## src/sv/pps_pkg.sv

```systemverilog
// Shared constants, entry layout and controller/datapath signal groups.
package pps_pkg;

  localparam int QUEUE_DEPTH = 16;
  localparam int IDX_W       = $clog2(QUEUE_DEPTH);
  localparam int CNT_W       = $clog2(QUEUE_DEPTH + 1);
  localparam int ID_W        = 8;
  localparam int PRIO_W      = 8;
  localparam int LEFT_W      = 16;
  localparam int WAIT_W      = 5;

  localparam logic CMD_TICK   = 1'b0;
  localparam logic CMD_ARRIVE = 1'b1;

  typedef struct packed {
    logic [ID_W-1:0]   id;
    logic [PRIO_W-1:0] prio;
    logic [LEFT_W-1:0] left;
  } pps_entry_t;

  // Commands from the controller to the datapath
  typedef struct packed {
    logic accept;
    logic scan_step;
    logic take;
    logic shift_step;
    logic pop;
    logic load_out;
  } pps_cmd_t;

  // Status from the datapath to the controller
  typedef struct packed {
    logic arrival;
    logic need_pick;
    logic empty;
    logic scan_end;
    logic shift_end;
  } pps_stat_t;

endpackage

```

## src/sv/pps_ctrl.sv

```systemverilog
// Controller state machine: accept, priority scan, queue compaction, result hand-off.
module pps_ctrl (
  input  logic                clk,
  input  logic                rst,
  input  logic                in_valid,
  output logic                in_ready,
  output logic                out_valid,
  input  logic                out_ready,
  input  pps_pkg::pps_stat_t  stat,
  output pps_pkg::pps_cmd_t   ctl
);

  localparam logic [1:0] S_IDLE  = 2'd0;
  localparam logic [1:0] S_SCAN  = 2'd1;
  localparam logic [1:0] S_SHIFT = 2'd2;
  localparam logic [1:0] S_DONE  = 2'd3;

  logic [1:0] state;
  logic [1:0] state_next;

  assign in_ready = (state == S_IDLE);

  always_comb begin
    ctl        = '0;
    state_next = state;
    case (state)
      S_IDLE: begin
        ctl.accept = in_valid;
        if (in_valid) begin
          if (!stat.arrival && stat.need_pick && !stat.empty) begin
            state_next = S_SCAN;
          end else begin
            state_next = S_DONE;
          end
        end
      end
      S_SCAN: begin
        if (stat.scan_end) begin
          ctl.take   = 1'b1;
          state_next = S_SHIFT;
        end else begin
          ctl.scan_step = 1'b1;
        end
      end
      S_SHIFT: begin
        if (stat.shift_end) begin
          ctl.pop    = 1'b1;
          state_next = S_DONE;
        end else begin
          ctl.shift_step = 1'b1;
        end
      end
      S_DONE: begin
        // hold until the output register is free
        if (!out_valid || out_ready) begin
          ctl.load_out = 1'b1;
          state_next   = S_IDLE;
        end
      end
      default: begin
        state_next = S_IDLE;
      end
    endcase
  end

  always_ff @(posedge clk) begin
    if (rst) begin
      state     <= S_IDLE;
      out_valid <= 1'b0;
    end else begin
      state <= state_next;
      if (ctl.load_out) begin
        out_valid <= 1'b1;
      end else if (out_ready) begin
        out_valid <= 1'b0;
      end
    end
  end

  a_one_item: assert property (@(posedge clk) disable iff (rst)
    (in_valid && in_ready) |=> !in_ready)
    else $error("second beat accepted while an item is in flight");

  a_scan_exit: assert property (@(posedge clk) disable iff (rst)
    (state == S_SCAN) |=> (state == S_SCAN || state == S_SHIFT))
    else $error("scan left without a pick");

  a_out_hold: assert property (@(posedge clk) disable iff (rst)
    (out_valid && !out_ready) |=> out_valid)
    else $error("result beat dropped before it was taken");

endmodule

```

## src/sv/pps_dp.sv

```systemverilog
// Datapath: running-process registers, ready queue storage, scan and compaction pointers.
module pps_dp (
  input  logic                               clk,
  input  logic                               rst,
  input  logic                               cmd,
  input  logic [pps_pkg::ID_W-1:0]           proc_id,
  input  logic [pps_pkg::PRIO_W-1:0]         prio,
  input  logic [pps_pkg::LEFT_W-1:0]         burst,
  input  pps_pkg::pps_cmd_t                  ctl,
  output pps_pkg::pps_stat_t                 stat,
  output logic                               run_valid,
  output logic [pps_pkg::ID_W-1:0]           run_id,
  output logic [pps_pkg::PRIO_W-1:0]         run_prio,
  output logic [pps_pkg::LEFT_W-1:0]         run_left,
  output logic [pps_pkg::WAIT_W-1:0]         waiting,
  output logic                               overflow
);

  pps_pkg::pps_entry_t slots [pps_pkg::QUEUE_DEPTH];

  logic                             cur_valid;
  logic [pps_pkg::ID_W-1:0]         cur_id;
  logic [pps_pkg::PRIO_W-1:0]       cur_prio;
  logic [pps_pkg::LEFT_W-1:0]       cur_left;
  logic [pps_pkg::CNT_W-1:0]        count;
  logic [pps_pkg::CNT_W-1:0]        ptr;
  logic [pps_pkg::IDX_W-1:0]        best_idx;
  pps_pkg::pps_entry_t              best_ent;
  logic                             ovf;

  logic [pps_pkg::CNT_W-1:0]        ptr_plus1;
  logic [pps_pkg::CNT_W-1:0]        ptr_next;
  logic [pps_pkg::CNT_W-1:0]        ptr_next_plus1;
  pps_pkg::pps_entry_t              scan_ent;
  pps_pkg::pps_entry_t              shift_ent;
  pps_pkg::pps_entry_t              push_ent;
  logic                             full;
  logic                             arrive;
  logic                             tick;
  logic                             preempt;
  logic                             do_push;

  assign ptr_plus1 = ptr + pps_pkg::CNT_W'(1);

  assign full    = (count == pps_pkg::CNT_W'(pps_pkg::QUEUE_DEPTH));
  assign arrive  = ctl.accept && (cmd == pps_pkg::CMD_ARRIVE);
  assign tick    = ctl.accept && (cmd == pps_pkg::CMD_TICK);
  assign preempt = cur_valid && (prio > cur_prio);
  assign do_push = arrive && !full;

  // A preempted process goes to the tail; otherwise the arrival does
  always_comb begin
    if (preempt) begin
      push_ent = '{id: cur_id, prio: cur_prio, left: cur_left};
    end else begin
      push_ent = '{id: proc_id, prio: prio, left: burst};
    end
  end

  assign stat.arrival   = (cmd == pps_pkg::CMD_ARRIVE);
  assign stat.need_pick = !cur_valid || (cur_left == '0);
  assign stat.empty     = (count == '0);
  assign stat.scan_end  = (ptr == count);
  assign stat.shift_end = (ptr_plus1 >= count);

  // Restart the scan on a pick, jump to the picked slot, advance while scanning or shifting
  always_comb begin
    ptr_next = ptr;
    if (tick && stat.need_pick && !stat.empty) begin
      ptr_next = '0;
    end
    if (ctl.take) begin
      ptr_next = pps_pkg::CNT_W'(best_idx);
    end
    if (ctl.scan_step || ctl.shift_step) begin
      ptr_next = ptr_plus1;
    end
  end

  assign ptr_next_plus1 = ptr_next + pps_pkg::CNT_W'(1);

  // Read ahead: the slot at the pointer for the scan, the one above it for compaction
  always_ff @(posedge clk) begin
    if (do_push) begin
      slots[count[pps_pkg::IDX_W-1:0]] <= push_ent;
    end else if (ctl.shift_step) begin
      slots[ptr[pps_pkg::IDX_W-1:0]] <= shift_ent;
    end
    scan_ent  <= slots[ptr_next[pps_pkg::IDX_W-1:0]];
    shift_ent <= slots[ptr_next_plus1[pps_pkg::IDX_W-1:0]];
  end

  always_ff @(posedge clk) begin
    if (rst) begin
      cur_valid <= 1'b0;
      cur_id    <= '0;
      cur_prio  <= '0;
      cur_left  <= '0;
      count     <= '0;
      ptr       <= '0;
      ovf       <= 1'b0;
    end else begin
      ptr <= ptr_next;
      if (ctl.accept) begin
        ovf <= arrive && full;
      end
      if (do_push) begin
        count <= count + pps_pkg::CNT_W'(1);
        if (preempt) begin
          cur_id   <= proc_id;
          cur_prio <= prio;
          cur_left <= burst;
        end
      end
      if (tick) begin
        if (stat.need_pick) begin
          if (stat.empty) begin
            cur_valid <= 1'b0;
            cur_id    <= '0;
            cur_prio  <= '0;
            cur_left  <= '0;
          end
        end else begin
          cur_left <= cur_left - pps_pkg::LEFT_W'(1);
        end
      end
      if (ctl.take) begin
        cur_valid <= 1'b1;
        cur_id    <= best_ent.id;
        cur_prio  <= best_ent.prio;
        cur_left  <= (best_ent.left == '0) ? '0 : best_ent.left - pps_pkg::LEFT_W'(1);
      end
      if (ctl.pop) begin
        count <= count - pps_pkg::CNT_W'(1);
      end
    end
  end

  // Strictly greater keeps the earliest entry among equal priorities
  always_ff @(posedge clk) begin
    if (ctl.scan_step && ((ptr == '0) || (scan_ent.prio > best_ent.prio))) begin
      best_ent <= scan_ent;
      best_idx <= ptr[pps_pkg::IDX_W-1:0];
    end
  end

  always_ff @(posedge clk) begin
    if (ctl.load_out) begin
      run_valid <= cur_valid;
      run_id    <= cur_id;
      run_prio  <= cur_prio;
      run_left  <= cur_left;
      waiting   <= pps_pkg::WAIT_W'(count);
      overflow  <= ovf;
    end
  end

  a_count_bound: assert property (@(posedge clk) disable iff (rst)
    count <= pps_pkg::CNT_W'(pps_pkg::QUEUE_DEPTH))
    else $error("queue count beyond depth");

  a_idle_zero: assert property (@(posedge clk) disable iff (rst)
    !cur_valid |-> (cur_id == '0 && cur_prio == '0 && cur_left == '0))
    else $error("running-process fields not cleared while nothing runs");

  a_take_nonempty: assert property (@(posedge clk) disable iff (rst)
    ctl.take |-> (count != '0 && pps_pkg::CNT_W'(best_idx) < count))
    else $error("pick from an empty queue or past its tail");

endmodule

```

## src/sv/preemptive_priority_scheduler.sv

```systemverilog
// Preemptive priority scheduler: one running process plus a ready queue of
// QUEUE_DEPTH entries (16) kept in arrival order. Every input beat gives exactly
// one output beat with the state after that item. An arrival, or a tick that only
// counts down the running process (or finds the queue empty), goes from accept
// straight to the result hand-off. For a tick that must pick the next process,
// the controller scans the queue one entry a cycle for the highest priority
// (earliest wins a tie), then closes the gap by moving later entries down one a
// cycle through the single write port of the queue storage. One item is in work at
// a time; in_ready is low from accept until the result is loaded into the output
// register, and a result not yet taken holds the block before hand-off.
module preemptive_priority_scheduler (
  input  logic                               clk,
  input  logic                               rst,
  input  logic                               in_valid,
  output logic                               in_ready,
  input  logic                               cmd,
  input  logic [pps_pkg::ID_W-1:0]           proc_id,
  input  logic [pps_pkg::PRIO_W-1:0]         prio,
  input  logic [pps_pkg::LEFT_W-1:0]         burst,
  output logic                               out_valid,
  input  logic                               out_ready,
  output logic                               run_valid,
  output logic [pps_pkg::ID_W-1:0]           run_id,
  output logic [pps_pkg::PRIO_W-1:0]         run_prio,
  output logic [pps_pkg::LEFT_W-1:0]         run_left,
  output logic [pps_pkg::WAIT_W-1:0]         waiting,
  output logic                               overflow
);

  pps_pkg::pps_cmd_t  ctl;
  pps_pkg::pps_stat_t stat;

  pps_ctrl u_ctrl (
    .clk       (clk),
    .rst       (rst),
    .in_valid  (in_valid),
    .in_ready  (in_ready),
    .out_valid (out_valid),
    .out_ready (out_ready),
    .stat      (stat),
    .ctl       (ctl)
  );

  pps_dp u_dp (
    .clk       (clk),
    .rst       (rst),
    .cmd       (cmd),
    .proc_id   (proc_id),
    .prio      (prio),
    .burst     (burst),
    .ctl       (ctl),
    .stat      (stat),
    .run_valid (run_valid),
    .run_id    (run_id),
    .run_prio  (run_prio),
    .run_left  (run_left),
    .waiting   (waiting),
    .overflow  (overflow)
  );

endmodule

```

## config.mk

```make
export PLATFORM = sky130hd
export DESIGN_NAME = preemptive_priority_scheduler
export DESIGN_NICKNAME = d
export VERILOG_FILES = /design/src/sv/pps_pkg.sv /design/src/sv/pps_ctrl.sv /design/src/sv/pps_dp.sv /design/src/sv/preemptive_priority_scheduler.sv
export SDC_FILE = /design/constraint.sdc
export NUM_CORES = 1
export LEC_CHECK = 0
export BUFFER_PORTS_ARGS = -buffer_cell sky130_fd_sc_hd__buf_2
export CAP_MARGIN = 20
export CORE_MARGIN = 2
export CORE_UTILIZATION = 55
export DETAILED_ROUTE_END_ITERATION = 8
export GPL_TIMING_DRIVEN = 0
export HOLD_SLACK_MARGIN = 0.15
export PLACE_DENSITY = 0.76
export SYNTH_ARGS = -nofsm -noshare
export SYNTH_HDL_FRONTEND = slang
export SYNTH_SLANG_ARGS = --single-unit
```

## constraint.sdc

```tcl
create_clock -name clk -period 4.7 [get_ports clk]
set_input_delay 1.41 -clock clk [delete_from_list [all_inputs] [get_ports clk]]
set_output_delay 1.41 -clock clk [all_outputs]
set_load 0.01 [all_outputs]
```

==> summary.md <==
| Metric | Value |
|---|---|
| Worst hold margin | `approximately 400 ps` |
| Top FF cell, synth | `edfxtp_1` |
| Commonest non-fill, non-tap cell in the layout | `edfxtp_1` |
| Vias in the first global route | `roughly 21000` |
| Xor and xnor area share after synthesis | `0.7268%` |
| Final period util | `between 90% and 100%` |
| CTS tree | `yes` |
| Mapped Avg Cell Area | `15.28 sq um` |
| Crit path cell chain | `ha_2 > nor2b_4 > nand2b_4 > ha_4 > a211o_1 > a31oi_4 > o21ai_4 > and2_0 > buf_2 > mux2i_4 > inv_2 > buf_4 > buf_6 > clkbuf_16 > ha_4 > clkbuf_8 > buf_8 > mux4_2 > mux4_2` |
| CP Class | `reg2reg` |
| Buf/Inv on CP | `7` |
| Final WS setup | `approximately 34 ps` |
| GR Util All Layers | `a little under a third` |
| Chip width | `between 200 and 250 um` |
| Area fraction in compound gates after synthesis | `7.015%` |
| Post-synthesis mux area share | `18.23%` |
| HP Class | `reg2reg` |
| Worst Setup End Kind | `flip-flop` |
| Boundary Pins | `slightly below 80` |
| First-pass GRT wire length | `130900 um` |
| Max frequency | `214.3 MHz` |
| Initial antenna violation count | `9` |
| Warnings from Yosys | `0` |
| Max-cap viol count | `0` |
| IO buf count | `76` |
| Number of synthesized flops with an enable pin | `~590` |
| Type of origin of the critical path | `flip-flop` |
| CTS clk-pin slew, worst paths | `roughly 60 ps` |
| Wire per inst | `approximately 29 um` |
| Yosys reg bits | `698` |
| Setup WS pre-CTS | `-1967 ps` |
| Status | `finished, final reports clean` |
| Total gr overflow | `0` |
| Die Span Y | `~240 um` |
| Adder-cell share of the synthesized area | `1.429%` |
| Synth cell types | `just under 70` |
| Core area | `between 0.05 and 0.06 sq mm` |
| Final ANT Viol Nets | `0` |
| HPWL after DPL | `between 60000 and 70000 um` |
| RD Place Congestion | `~0.9` |
| Ratio of cells with drive above 1 in the final layout | `around 23%` |
| Slew Limit Fails | `0` |
| DRC Markers | `0` |
| Worst-skew pair later-pin latency | `620 ps` |
| # setup viols final | `0` |
| Area grow syn2layout | `15.62%` |
| H-tree depth | `3` |
| Layout Skew | `about 32 ps` |
| CP Max Fanout | `10` |
| Total die area | `0.05858 sq mm` |
| Clock tree sinks | `between 600 and 700` |
| Largest stage delay on the critical path | `~540 ps` |
| Mapped cell area | `between 0.03 and 0.04 sq mm` |
| Final Hold Viols | `0` |
| Async SR Flop Fraction | `0%` |
| Worst slew margin | `a little over a fifth` |
| Num CTS Buffers | `70` |
| Simple logic cell fraction of the synthesized area | `6.593%` |
| Main combinational cell family by area after synthesis | `multiplexers` |
| Post-synthesis sequential area ratio | `a little under two thirds` |
| CP top delay family | `buffers and inverters` |
| Util after Layout | `between 60 and 70%` |
| Iteration-0 DRC Markers | `2736` |
| CP Data Required Time | `approximately 5200 ps` |
| Longest Clk Path Bufs | `3` |
| Net Count, Synth | `around 2100` |
| Number of vias per cell | `between 6 and 7` |
| Rows | `just under 90` |
| Post-Syn Instances | `between 2000 and 2500` |
| Final nets | `about 2300` |
| Router iterations before antenna repair | `5` |
| Critical-path top delay cell | `mux4_2` |
| Largest net degree at the start of global routing | `25` |
| Slew of the pin with the lowest slew margin | `roughly 1200 ps` |
| CP Data Arrival Time | `between 5000 and 6000 ps` |
| Most frequent cells in the layout | `587 x edfxtp_1, 250 x nand2_1, 196 x mux2i_1` |
| Routed wire length | `89400 um` |
| Tmin final | `roughly 4700 ps` |
| Via count | `approximately 21000` |
| CTS root buffer | `clkbuf_16` |
| Initial Utilization | `between 50 and 60%` |
## cells in the mapped netlist, drive strengths merged, types with 7 or more instances
master / count / area, sq um
nand3: 11 / 55.05
a22oi: 17 / 127.6
nor2: 83 / 319.1
a21o: 7 / 52.55
a32oi: 64 / 560.5
a21oi: 15 / 75.07
edfxtp: 587 / 17630
clkbuf: 89 / 334.1
mux2i: 197 / 1976
a221oi: 42 / 367.9
a31oi: 12 / 75.07
buf: 42 / 246.5
xnor2: 20 / 182.7
a32o: 32 / 320.3
nand2: 250 / 938.4
o22ai: 14 / 87.58
dfxtp: 111 / 2222
ha: 34 / 425.4
inv: 37 / 138.9
and3: 34 / 212.7
nor3: 22 / 115.1
nand2b: 10 / 62.56
mux4: 160 / 3603
mux2: 9 / 101.4
o21ai: 60 / 307.8
nor2b: 10 / 62.56
nor4: 9 / 62.56
## layer usage
| metal | GRT usage (%) | routed length (um) |
|---|---|---|
| met5 | 0 | 48 |
| met1 | 38.17 | 31700 |
| met3 | 7.112 | 10640 |
| met4 | 11.91 | 3043 |
| met2 | 50.53 | 43970 |
## what timing repair did
item | in CTS | in global routing
endpoints found under the setup margin | 855 | 127
setup buffers | 9 | 6
gates cloned | 0 | 1
hold buffers | 0 | 0
pin swaps | 5 | 2
gates resized for setup | 71 | 36
## per-stage QoR
stage,instance area (sq um),setup TNS (ps),std cells
detailed placement,33250,-341480,2921
floorplan,31210,0,2039
finish,36030,0,3069
CTS,35890,0,3056
global route,36030,-32.95,3068
global placement,32540,-1549430,2871
## sequential cells by signal, indices dropped and copies added (netlist names)
name              cells
u_dp.run_prio         8
u_dp.ptr              5
u_dp.best_idx         4
u_dp.shift_ent       32
u_dp.overflow         1
u_dp.count            5
u_dp.cur_valid        1
u_dp.run_valid        1
u_dp.ovf              1
u_dp.run_id           8
u_dp.cur_left        16
u_ctrl.state          2
u_dp.slots          512
u_dp.best_ent        32
u_dp.scan_ent        32
u_dp.cur_prio         8
u_dp.run_left        16
u_ctrl.out_valid      1
u_dp.cur_id           8
u_dp.waiting          5
## area by class of cell
| class | instances | area [sq um] |
|---|---|---|
| multi-input combinational | 1173 | 10830 |
| inverter | 37 | 138.9 |
| tap | 756 | 945.9 |
| timing repair buffer | 147 | 1152 |
| buffer | 131 | 937.1 |
| clock buffer | 100 | 1978 |
| sequential | 698 | 19860 |
| clock inverter | 26 | 186.4 |
| fill | 3866 | 20140 |
| antenna | 1 | 2.502 |
## final timing paths
path	endpoint	cells after the start	slack, ps	from
min reg2reg	u_dp.best_ent[16]	0	400	u_dp.scan_ent[16]
min	u_dp.best_ent[16]	0	400	u_dp.scan_ent[16]
max reg2reg	u_dp.shift_ent[16]	19	30	u_dp.ptr[0]
max	u_dp.shift_ent[16]	19	30	u_dp.ptr[0]
## cells by family (layout without fill, tap and decap cells)
group | Yosys count | count (layout)
flip-flops | 698 | 698
AO/OA/AOI/OAI | 286 | 286
AND/OR/NAND/NOR | 461 | 461
XOR/XNOR | 25 | 25
multiplexers | 366 | 366
adder cells (fa/ha/maj) | 35 | 35
other | 0 | 1
buffers and inverters | 168 | 441
Power is not shown: default switching activity piles up to over one toggle a cycle in this logic, so the estimate is an artifact.
